## src/rtl/qap_pkg.sv

```systemverilog
package qap_pkg;

   localparam int MaxFacilities = 32;
   localparam int IdxBits = 5;
   localparam int AddrBits = 2 * IdxBits;
   localparam int EntryBits = 16;
   localparam int CostBits = 48;
   localparam int SizeBits = 9;
   localparam int ProdBits = 2 * EntryBits;

   localparam logic [2:0] MODE_WR_FLOW = 3'd0;
   localparam logic [2:0] MODE_WR_DIST = 3'd1;
   localparam logic [2:0] MODE_ASSIGN = 3'd2;
   localparam logic [2:0] MODE_EVAL = 3'd3;
   localparam logic [2:0] MODE_APPLY = 3'd4;
   localparam logic [2:0] MODE_RECOMP = 3'd5;

   // Term kinds, each one flow entry times the difference of two distances.
   localparam logic [2:0] TK_II = 3'd0;
   localparam logic [2:0] TK_JJ = 3'd1;
   localparam logic [2:0] TK_IJ = 3'd2;
   localparam logic [2:0] TK_JI = 3'd3;
   localparam logic [2:0] TK_IK = 3'd4;
   localparam logic [2:0] TK_KI = 3'd5;
   localparam logic [2:0] TK_JK = 3'd6;
   localparam logic [2:0] TK_KJ = 3'd7;

   typedef struct packed {
      logic                load;     // latch the request
      logic                wr_flow;
      logic                wr_dist;
      logic                wr_loc;
      logic                swap_loc;
      logic                clr_acc;
      logic                issue;    // issue a read for a term
      logic                full_term; // full-cost term (one product)
      logic [2:0]          kind;
      logic [IdxBits-1:0]  k;
      logic [IdxBits-1:0]  k2;
      logic                add_delta; // add delta to running cost
      logic                set_cost;  // running cost takes accumulator
      logic                emit;
      logic                bad;
      logic                zero_delta;
   } cmd_type;

   typedef struct packed {
      logic [2:0]          mode;
      logic                out_of_range;
      logic                rsp_busy;
      logic                pipe_empty;
      logic [IdxBits-1:0]  first;
      logic [IdxBits-1:0]  second;
      logic [IdxBits:0]    live_n;
   } status_type;

endpackage

```

## src/rtl/qap_control.sv

```systemverilog
module qap_control (
   input  logic                 clock,
   input  logic                 reset,
   input  logic                 req_valid,
   output logic                 req_stall,
   input  qap_pkg::status_type  stat,
   output qap_pkg::cmd_type     cmd,
   output logic                 idle
);

   localparam int IB = qap_pkg::IdxBits;

   localparam logic [2:0] ST_IDLE = 3'd0;
   localparam logic [2:0] ST_DECODE = 3'd1;
   localparam logic [2:0] ST_PAIR = 3'd2;
   localparam logic [2:0] ST_THIRD = 3'd3;
   localparam logic [2:0] ST_FULL = 3'd4;
   localparam logic [2:0] ST_DRAIN = 3'd5;
   localparam logic [2:0] ST_FINISH = 3'd6;

   logic [2:0]    state_ff, state_in;
   logic [IB:0]   k_ff, k_in;
   logic [IB:0]   k2_ff, k2_in;
   logic [2:0]    kind_ff, kind_in;
   logic [1:0]    drain_ff, drain_in;

   logic          skip_k;
   logic [IB:0]   k_next;

   assign req_stall = (state_ff != ST_IDLE);
   assign idle = (state_ff == ST_IDLE);
   assign skip_k = (k_ff[IB-1:0] == stat.first) || (k_ff[IB-1:0] == stat.second);
   assign k_next = k_ff + 1'b1;

   always_comb begin
      cmd = '0;
      cmd.k = k_ff[IB-1:0];
      cmd.k2 = k2_ff[IB-1:0];
      cmd.kind = kind_ff;
      state_in = state_ff;
      k_in = k_ff;
      k2_in = k2_ff;
      kind_in = kind_ff;
      drain_in = drain_ff;
      case (state_ff)
         ST_IDLE: begin
            if (req_valid) begin
               cmd.load = 1'b1;
               state_in = ST_DECODE;
            end
         end
         ST_DECODE: begin
            cmd.clr_acc = 1'b1;
            k_in = '0;
            k2_in = '0;
            kind_in = qap_pkg::TK_II;
            if (stat.mode <= qap_pkg::MODE_APPLY && stat.out_of_range) begin
               cmd.emit = 1'b1;
               cmd.bad = 1'b1;
               cmd.zero_delta = 1'b1;
               state_in = ST_FINISH;
            end else begin
               case (stat.mode)
                  qap_pkg::MODE_EVAL, qap_pkg::MODE_APPLY: state_in = ST_PAIR;
                  qap_pkg::MODE_RECOMP: begin
                     // An empty instance costs nothing, so no term is read.
                     if (stat.live_n == '0) begin
                        state_in = ST_DRAIN;
                        drain_in = '0;
                     end else begin
                        state_in = ST_FULL;
                     end
                  end
                  default: begin
                     cmd.wr_flow = (stat.mode == qap_pkg::MODE_WR_FLOW);
                     cmd.wr_dist = (stat.mode == qap_pkg::MODE_WR_DIST);
                     cmd.wr_loc = (stat.mode == qap_pkg::MODE_ASSIGN);
                     cmd.emit = 1'b1;
                     cmd.zero_delta = 1'b1;
                     state_in = ST_FINISH;
                  end
               endcase
            end
         end
         ST_PAIR: begin
            // Diagonal and cross terms of the two swapped facilities.
            cmd.issue = (stat.first != stat.second);
            if (kind_ff == qap_pkg::TK_JI) begin
               kind_in = qap_pkg::TK_IK;
               state_in = ST_THIRD;
            end else begin
               kind_in = kind_ff + 1'b1;
            end
         end
         ST_THIRD: begin
            // Four terms per third facility, one per cycle.
            cmd.issue = !skip_k && (k_ff < stat.live_n);
            if (kind_ff == qap_pkg::TK_KJ || skip_k) begin
               kind_in = qap_pkg::TK_IK;
               k_in = k_next;
               if (k_next >= stat.live_n) begin
                  cmd.issue = !skip_k;
                  state_in = ST_DRAIN;
                  drain_in = '0;
               end
            end else begin
               kind_in = kind_ff + 1'b1;
            end
            if (stat.first == stat.second) begin
               cmd.issue = 1'b0;
            end
         end
         ST_FULL: begin
            cmd.issue = 1'b1;
            cmd.full_term = 1'b1;
            k2_in = k2_ff + 1'b1;
            if (k2_in >= stat.live_n) begin
               k2_in = '0;
               k_in = k_next;
               if (k_next >= stat.live_n) begin
                  state_in = ST_DRAIN;
                  drain_in = '0;
               end
            end
         end
         ST_DRAIN: begin
            if (stat.pipe_empty && drain_ff != 2'd0 && !stat.rsp_busy) begin
               cmd.emit = 1'b1;
               cmd.add_delta = (stat.mode == qap_pkg::MODE_APPLY);
               cmd.swap_loc = (stat.mode == qap_pkg::MODE_APPLY);
               cmd.set_cost = (stat.mode == qap_pkg::MODE_RECOMP);
               cmd.zero_delta = (stat.mode == qap_pkg::MODE_RECOMP);
               state_in = ST_FINISH;
            end else if (drain_ff != 2'd3) begin
               drain_in = drain_ff + 1'b1;
            end
         end
         ST_FINISH: begin
            state_in = ST_IDLE;
         end
         default: state_in = ST_IDLE;
      endcase
      // Hold an immediate result until the output register is free.
      if (state_ff == ST_DECODE && cmd.emit && stat.rsp_busy) begin
         cmd = '0;
         cmd.k = k_ff[IB-1:0];
         cmd.k2 = k2_ff[IB-1:0];
         cmd.kind = kind_ff;
         state_in = ST_DECODE;
      end
   end

   always_ff @(posedge clock) begin
      if (reset) begin
         state_ff <= ST_IDLE;
         k_ff <= '0;
         k2_ff <= '0;
         kind_ff <= qap_pkg::TK_II;
         drain_ff <= '0;
      end else begin
         state_ff <= state_in;
         k_ff <= k_in;
         k2_ff <= k2_in;
         kind_ff <= kind_in;
         drain_ff <= drain_in;
      end
   end

endmodule

```

## config.mk

```make
export PLATFORM = sky130hd
export DESIGN_NAME = qap_control
export DESIGN_NICKNAME = d
export VERILOG_FILES = /design/src/rtl/qap_pkg.sv /design/src/rtl/qap_control.sv
export SDC_FILE = /design/constraint.sdc
export NUM_CORES = 1
export LEC_CHECK = 0
export ABC_AREA = 1
export BUFFER_PORTS_ARGS = -buffer_cell sky130_fd_sc_hd__buf_2
export CORE_MARGIN = 4
export CORE_UTILIZATION = 55
export CTS_BUF_LIST = sky130_fd_sc_hd__clkbuf_16
export CTS_CLUSTER_DIAMETER = 80
export DETAILED_ROUTE_END_ITERATION = 8
export PLACE_DENSITY = 0.82
export SLEW_MARGIN = 20
export SYNTH_ARGS = -nofsm -noshare
export SYNTH_HDL_FRONTEND = slang
export SYNTH_SLANG_ARGS = --single-unit
```

## constraint.sdc

```tcl
create_clock -name clock -period 4.3 [get_ports clock]
set_input_delay 0 -clock clock [delete_from_list [all_inputs] [get_ports clock]]
set_output_delay 0 -clock clock [all_outputs]
set_load 0.1 [all_outputs]
```

# == Word level (Yosys, flattened, before mapping) ==
# Index checks and enable logic that the tools add are counted.
# op_classes
add_sub_neg,4
mul,0
div_mod_pow,0
order_cmp,4
eq_ne,32
shifts,0
mux,51
bitwise_logic,0
n_reduce_logical,26
# ops
operator,n
two-way mux 3 bit,13
two-way mux 26 bit,1
!= test 2 bit (second input constant),11
two-way mux 2 bit,9
two-way mux 6 bit,3
case mux 3 bit (6 select lines),1
case mux 6 bit (3 select lines),1
two-way mux 1 bit,16
== test 3 x 2 -> 1 bit (second input constant),5
== test 3 bit (second input constant),5
== test 5 bit,3
adder 6 x 1 -> 6 bit (second input constant),2
>= comparator 6 bit,2
!= test 3 bit (second input constant),4
case mux 6 bit (2 select lines),1
AND reduction 5 bit,2
case mux 3 bit (3 select lines),1
nonzero test 3 bit,3
case mux 2 bit (4 select lines),1
AND reduction 8 bit,1
== test 3 x 1 -> 1 bit (second input constant),2
logical AND 1 bit,6
zero test 3 bit,2
zero test 6 bit,1
other kinds (16),21
# totals
ff_bits,20
latch_bits,0
mem_bits_rw,0
rom_bits,0
input_bits,25
word_cells,123
memories,0

# == Logic depth before layout (Yosys ltp) ==
# Gate-level depths: netlist of the first run.
# logic_depth
depth_word,9
mapped_depth,16
mapped_depth_nobuf,16

# == Worst setup path before layout of the first run ==
# OpenSTA, ideal clock, no wires.
# synth_path
kind,reg2out
start,register state_ff[2]
end,output port cmd[21] (netlist bit)
arrival_ps,4492
required_time_ps,4300
path_slack_ps,-192
path_stages_with_launch,7
path_buffers,1
path_cell_list,dfxtp_1 inv_1 nor2_1 and2_1 inv_1 nor4_1 buf_4
# synth_rtl
item,line_no,rtl
from (decl),qap_control.sv:21,"logic [2:0] state_ff, state_in;"
from (signal assigned),qap_control.sv:161,state_ff <= state_in;
to (decl),qap_control.sv:7,"output qap_pkg::cmd_type cmd,"

==> results of run 1 <==
[power by group through the flow]
stage	clock network, W	registers, W	logic, W
final	0.000189	0.000246	0.000732
after global routing	0.000197	0.000253	0.000799
after CTS	0.000191	0.000246	0.000738
after detailed placement	0	0.000250	0.000734
after global placement	0	0.000249	0.000728
after floorplan	0	0.000276	0.000597
[per-stage QoR]
stage	total power (W)	cell area (µm²)
6_report	0.00117	2460
5_1_grt	0.00125	2460
4_1_cts	0.00117	2460
3_5_place_dp	0.000984	2380
3_3_place_gp	0.000976	2380
2_1_floorplan	0.000873	2170
[placed cells by master (no fill, tap or decap), types with 2 or more instances in the layout]
master     count
nand2_1       97
inv_1         61
buf_2         52
nor2_1        39
ha_1          25
nand3_1       22
a21oi_1       21
dfxtp_1       20
nand4_1        9
xnor2_1        8
xor2_1         7
o21ai_0        7
nor3_1         5
clkbuf_16      3
nor4_2         2
o211ai_1       2
nand3_2        2
o21bai_1       2
[logic make-up after synthesis]
group | count (synthesis)
compound gates | 36
buf+inv | 77
xor+xnor | 15
flops | 20
simple gates | 181
fa+ha+maj | 25
[area by class of cell]
type                            instances  area (µm²)
Inverter                               62         233
Clock buffer                            3        75.1
Timing Repair Buffer                   52         260
Sequential cell                        20         400
Fill cell                             369        1290
Multi-Input combinational cell        257        1430
Tap cell                               48        60.1
[registers in the layout, indices dropped and copies added, names as in the netlist]
register and cells:
k2_ff 6, k_ff 6, kind_ff 3, state_ff 3, drain_ff 2
[worst max-delay path by stage]
stage / slack, ns / start / cells after the start / to
2_1_floorplan: 0.39 / state_ff[1]$_SDFFE_PP0P_ / 5 / cmd[25]
3_3_place_gp: 1.70 / k_ff[0]$_SDFFE_PP0P_ / 15 / cmd[19]
3_5_place_dp: 1.64 / k_ff[0]$_SDFFE_PP0P_ / 15 / cmd[19]
4_1_cts: 1.37 / k_ff[0]$_SDFFE_PP0P_ / 15 / cmd[19]
5_1_grt: 1.09 / k_ff[0]$_SDFFE_PP0P_ / 15 / cmd[19]
6_report: 1.38 / k_ff[0]$_SDFFE_PP0P_ / 15 / cmd[19]
[worst register-to-register path: stages (launching register included)]
cell,delay [ns]
dfxtp_1,0.41
nand3_1,0.15
nand3b_1,0.21
xor2_1,0.14
inv_1,0.07
ha_1,0.28
nand2_1,0.07
inv_1,0.03
nor3_1,0.16
nand3_1,0.36
o21ai_0,0.21
inv_1,0.08
nand2_1,0.16
nand2_1,0.07
a21oi_1,0.14
[metal layers]
metal / vias up / routed length, µm
met1: 996 / 2230
met5: - / 0
met4: 0 / 65
met3: 6 / 204
met2: 44 / 2510
li1: 1196 / -
==> results.md, run 1 <==
* Status: completed
* Post-Syn Instances at approximately 350
* Largest net degree at the start of global routing at 16
* Critical path, cell by cell: ha_1 -> nand2_1 -> nor2_1 -> xnor2_1 -> inv_1 -> ha_1 -> nand2_1 -> nor2_1 -> nand2_1 -> nand2_1 -> nand2_1 -> a21oi_1 -> nor2_1 -> o21ai_0 -> buf_2
* Rows at 22
* Top cells by area, synth: dfxtp_1, nand2_1, ha_1
* Port bufs at 52
* Xor/xnor share of the synthesized area at under 10%
* Cts repair resizes at 0
* Antenna diode count at 0
* Mux contribution to synthesized area at 0%
* Die span in x at 70.8 µm
* Slowest-stage cell, CP: dfxtp_1
* Sequential Power Share at 21.1%
* GR Util met2 at a little over a third
* Routed WL at between 5000 and 6000 µm
* Max incr delay on CP at 0.52 ns
* Yosys top cell area share at between 10% and 20%
* Sw frac at 57.4%
* Hold wc startpoint: reset
* All-layer global routing usage at 20.1%
* Grt ovf at 0
* Initial DRC count at 137
* Worst reg2reg path depth at 14
* Post-route minimum period at 2.92 ns
* Die area at approximately 5000 µm²
* Die height at approximately 71 µm
* Most frequent CP cell: nand2_1
* Post-synthesis sequential area ratio at a little under a fifth
* Core Box Area at approximately 3700 µm²
* Clock skew at about 0.0056 ns
* Endpoints failing hold at 0
* Num CTS Buffers at 3
* FFs w/ async S/R, synth at 0%
* Worst path top cell family by delay: simple AND/OR/NAND/NOR gates
* Final Wtd Congestion at just under 0.9
* Clk sinks at 20
* CP Max Fanout at 9
* DP Cell Count at around 440
* Synth Register Bits at 20
* Slew @ Worst Pin at between 0.4 and 0.5 ns
* RSZ-0062 raised after global routing: false
* Antenna viol nets, final at 0
* Worst vdd ir at 743 µV
* DR vias at 2242
* Smallest hold slack at between 0.1 and 0.15 ns
* DPL Wire Length at between 4000 and 5000 µm
* R2R Setup Slk at between 1.5 and 2 ns
* Mapped Nets at around 400
* Sum Neg Setup Slack at 0 ns
* Fmax at 343 MHz
* Crit start category: register
* Most frequent cell after synthesis: nand2_1
* Hold path endpoint: k2_ff[5]$_SDFFE_PP0P_
* Final setup margin at 1.38 ns
* Synth Flop Type: dfxtp_1
* Top cells by count, synth: nand2_1, inv_1, nor2_1
* Number of nets in the layout at 446
* Area leader, netlist: dfxtp_1
* Pre-CTS setup slack at 1.64 ns
* Hold path depth at 2
* Worst EP required at ~4.3 ns
* First-pass GRT wire length at around 8500 µm
* Number of flops mapped to enable cells by yosys at 0
* GR Layer Usage met1 at around a quarter
* Switching pwr at 0.000671 W
* Mapped Avg Cell Area at ~6 µm²
* Comb pwr share at 62.7%
* Synth Area in Compound Gates at a little under a tenth
* Post-CTS setup buffer count at 0
* Power Density at around 480 nW/µm²
* Area delta synth->final at 13.5%
* Synth Warn # at 0
* Share of cells above drive strength 1 at between 10% and 20%
* Max Buffers Root-to-Sink at 2
* Crit Path Class: register to output pin
* Largest family of logic cells by synthesized area: simple AND/OR/NAND/NOR gates
* R2r endpoint: k_ff[4]$_SDFFE_PP0P_
* Antenna violations before repair at 0
* First-pass DRT Iterations at 4
* Max-slew violation count at 0
* Util after Layout at around 66%
* Worst hold path class: input pin to register
* Most Used Layer, Global Route: met2
* Arr. time, crit path at 2.92 ns
* Met3 usage in global routing at approximately 3.6%
* Reg-to-Reg Start: k2_ff[0]$_SDFFE_PP0P_
* Worst-path clk slew at about 0.060 ns
* Adder-cell share of the synthesized area at between 10% and 20%
* Clock Power Share at about 16%
* CTS Root Buffer Type: clkbuf_16
* IO Pins at 53
* DRC at 0
* Clk_lat worst skew at between 0.2 and 0.3 ns
* Cts hold-fix bufs at 0
* Library cells used by synthesis at 31
* Relative slew margins at between 60% and 70%
* Leakage Power at about 1.4 nW
* Final setup viols at 0
* Post-Synth Simple-Gate Area at a little over a third
* Fin crit share at between 60% and 70%
* Max cap viols at 0
* Int Pwr at approximately 0.00050 W
* CTS tree: built
* Via density at between 5 and 6
* Synthesized area at between 2000 and 2500 µm²
* Post-Layout Cell Count at 442
* Average wire per standard cell at 11.3 µm
* Vias in the first global route at 2066
* WP buf/inv at 2
* Clock H-tree levels at 1
* Starting Density at a little under 60%
* Critical path capture point type: output pin
(Power assumes the default switching activity.)
==> run 2: changes to the inputs <==
--- a/config.mk
+++ b/config.mk
@@ -5,14 +5,14 @@
 export SDC_FILE = /design/constraint.sdc
 export NUM_CORES = 1
 export LEC_CHECK = 0
-export ABC_AREA = 1
+export ABC_AREA = 0
 export BUFFER_PORTS_ARGS = -buffer_cell sky130_fd_sc_hd__buf_2
 export CORE_MARGIN = 4
-export CORE_UTILIZATION = 55
+export CORE_UTILIZATION = 49
 export CTS_BUF_LIST = sky130_fd_sc_hd__clkbuf_16
 export CTS_CLUSTER_DIAMETER = 80
 export DETAILED_ROUTE_END_ITERATION = 8
-export PLACE_DENSITY = 0.82
+export PLACE_DENSITY = 0.77
 export SLEW_MARGIN = 20
 export SYNTH_ARGS = -nofsm -noshare
 export SYNTH_HDL_FRONTEND = slang
==> constraint.sdc (replaced) <==
create_clock -name clock -period 2.4 [get_ports clock]
set_input_delay 0 -clock clock [delete_from_list [all_inputs] [get_ports clock]]
set_output_delay 0 -clock clock [all_outputs]
set_load 0.1 [all_outputs]
==> run 2 against run 1 <==
The flow now finishes with violations (negative setup slack). Setup slack got worse by 1.4 ns. Critical path depth down 4. Critical endpoint is now k2_ff[3]$_SDFFE_PP0P_. Synthesized cell count down 23%. Via count increased by 0.80%. First-iteration DRC count is 9.5% higher. Largest cell class unchanged.
==> results.md, run 2 <==
* Status: finished, violations left
* Failing checks: negative setup slack
* Library cells used by synthesis at 57
* Critical path capture point type: register
* Top cells by area, synth: dfxtp_1, ha_1, xnor2_1
* IO Pins at 53
* Int Pwr at 0.00120 W
* Final setup viols at 8
* Arr. time, crit path at ~2.6 ns
* Synth Register Bits at 20
* First-pass DRT Iterations at 4
* FFs w/ async S/R, synth at 0%
* Commonest non-fill, non-tap cell in the layout: buf_2
* Slew @ Worst Pin at 0.543 ns
* Die height at 73.8 µm
* Critical path, cell by cell: ha_4 -> nand3_4 -> xnor2_4 -> ha_4 -> and4_4 -> a2111oi_4 -> o21a_2 -> buf_4 -> a21o_1 -> nand2_1 -> a21oi_1
* GR Util met2 at approximately two fifths
* Vias in the first global route at around 2100
* Cts hold-fix bufs at 0
* Power Density at ~870 nW/µm²
* Most frequent CP cell: ha_4
* Endpoints failing hold at 0
* R2R Setup Slk at -0.06 ns
* Comb pwr share at around 64%
* Clock H-tree levels at 1
* Rows at 23
* Hold path depth at 2
* Clk sinks at 20
* First-pass GRT wire length at 9710 µm
* Starting Density at between 50 and 60%
* Largest net degree at the start of global routing at 22
* Area delta synth->final at 40.6%
* Post-synthesis sequential area ratio at a little under a fifth
* Grt ovf at 0
* Worst path top cell family by delay: compound AO/OA/AOI/OAI gates
* Post-Layout Cell Count at ~390
* Worst hold path class: input pin to register
* CTS Root Buffer Type: clkbuf_16
* DRC at 0
* Synth Flop Type: dfxtp_1
* Number of nets in the layout at ~390
* Antenna viol nets, final at 0
* RSZ-0062 raised after global routing: true
* Worst EP required at 2.57 ns
* Max cap viols at 0
* Smallest hold slack at roughly 0.16 ns
* Clock Power Share at between 15 and 20%
* Slowest-stage cell, CP: a2111oi_4
* Max-slew violation count at 0
* Area leader, netlist: dfxtp_1
* Met3 usage in global routing at under 10%
* Top cells by count, synth: ha_1, nor2_1, nand3_1
* Most Used Layer, Global Route: met2
* R2r endpoint: k2_ff[3]$_SDFFE_PP0P_
* Reg-to-Reg Start: k2_ff[0]$_SDFFE_PP0P_
* Max Buffers Root-to-Sink at 2
* WP buf/inv at 1
* Worst-path clk slew at 0.06 ns
* Mapped Avg Cell Area at between 7 and 8 µm²
* Initial DRC count at 150
* CP Max Fanout at 5
* Antenna diode count at 0
* GR Layer Usage met1 at roughly 29%
* Relative slew margins at a little under two thirds
* Fmax at 407 MHz
* Num CTS Buffers at 3
* DR vias at between 2000 and 2500
* Share of cells above drive strength 1 at approximately 44%
* Hold wc startpoint: reset
* Total Power at 0.00259 W
* Final setup margin at -0.0595 ns
* Util after Layout at roughly 73%
* Clk_lat worst skew at around 0.26 ns
* Yosys top cell area share at about a fifth
* Routed WL at between 6000 and 7000 µm
* Sw frac at 53.5%
* Post-Syn Instances at ~270
* Die area at about 5500 µm²
* DPL Wire Length at 4380 µm
* Worst vdd ir at approximately 470 µV
* Synthesized area at roughly 2100 µm²
* Core Box Area at roughly 4100 µm²
* Most frequent cells in the layout: buf_2, buf_4, nor2_1
* Antenna violations before repair at 0
* Filler Cell Count at 300
* Average wire per standard cell at roughly 17 µm
* Final Wtd Congestion at ~0.92
* Fin crit share at 102%
* Post-route minimum period at roughly 2.5 ns
* All-layer global routing usage at between 20% and 30%
* Max incr delay on CP at ~0.4 ns
* Crit Path Class: register to register
* Pre-CTS setup slack at -0.0955 ns
* Die span in x at 73.8 µm
* Regs by FF count: k2_ff x6, k_ff x6
* Worst reg2reg path depth at 11
* Leakage Power at between 1 and 1.5 nW
* Clock skew at ~0.0050 ns
* Switching pwr at 0.00138 W
* CTS tree: built
* Port bufs at 52
* Number of flops mapped to enable cells by yosys at 0
* Hold path endpoint: k2_ff[0]$_SDFFE_PP0P_
* Synth Warn # at 0
* Via density at roughly 6
* Crit start category: register
* Mapped Nets at 324
* DP Cell Count at 370
* Sequential Power Share at 17.7%
[run 2: how the worst max path moves through the flow]
| stage | from | to | depth (start not counted) |
|---|---|---|---|
| floorplan | k_ff[2]$_SDFFE_PP0P_ | cmd[19] | 10 |
| global placement | k2_ff[1]$_SDFFE_PP0P_ | state_ff[0]$_SDFFE_PP0P_ | 10 |
| detailed placement | k2_ff[1]$_SDFFE_PP0P_ | k_ff[3]$_SDFFE_PP0P_ | 10 |
| CTS | k2_ff[0]$_SDFFE_PP0P_ | drain_ff[0]$_SDFFE_PP0P_ | 10 |
| global route | k2_ff[0]$_SDFFE_PP0P_ | drain_ff[0]$_SDFFE_PP0P_ | 10 |
| finish | k2_ff[0]$_SDFFE_PP0P_ | k2_ff[3]$_SDFFE_PP0P_ | 11 |
[run 2: layout make-up]
| cell class | count | area, µm² | area share (%) |
|---|---|---|---|
| Timing Repair Buffer | 79 | 489 | 16.4 |
| Clock inverter | 1 | 30.0 | 1.01 |
| Multi-Input combinational cell | 218 | 1840 | 61.5 |
| Sequential cell | 20 | 430 | 14.4 |
| Tap cell | 50 | 62.6 | 2.09 |
| Clock buffer | 3 | 75.1 | 2.51 |
| Inverter | 15 | 63.8 | 2.14 |
[run 2: worst reg2reg max path, cell delays in order, from the launching register on]
cell and delay, ns:
dfxtp_4 0.38, ha_4 0.15, nand3_4 0.08, xnor2_4 0.21
ha_4 0.24, and4_4 0.19, a2111oi_4 0.39, o21a_2 0.26
buf_4 0.15, a21o_1 0.11, nand2_1 0.05, a21oi_1 0.14
[run 2: metal layers]
metal	share of wire (%)	vias up
li1	-	1091
met1	41	1057
met2	49	88
met3	6.6	24
met4	4.1	0
met5	0	-
[run 2: cells by family (layout without fill, tap and decap cells)]
family          Yosys count  in the layout  synth area share (%)
compound gates           66             66                  23.4
xor+xnor                 21             21                  8.66
fa+ha+maj                25             25                  14.7
buf+inv                  36             98                  8.48
flops                    20             20                  18.8
mux                       1              1                 0.471
simple gates            105            105                  25.4
[run 2: power groups by stage]
stage	registers, W	clock network (W)	logic (W)
global placement	0.000458	0	0.00150
global route	0.000468	0.000481	0.00176
finish	0.000458	0.000470	0.00166
detailed placement	0.000458	0	0.00152
CTS	0.000455	0.000464	0.00158
floorplan	0.000464	0	0.00122
[run 2: repair_timing]
action / CTS / global route
pin swaps: 17 / 23
resized for setup: 19 / 25
setup buffers: 5 / 7
setup endpoints to repair: 18 / 18
[run 2: stage by stage]
step,area (µm²),TNS [ns]
after global routing,2990,-1.47
after floorplan,2280,-0.239
after CTS,2800,-0.0280
final,2990,-0.324
after detailed placement,2580,-0.745
after global placement,2580,0
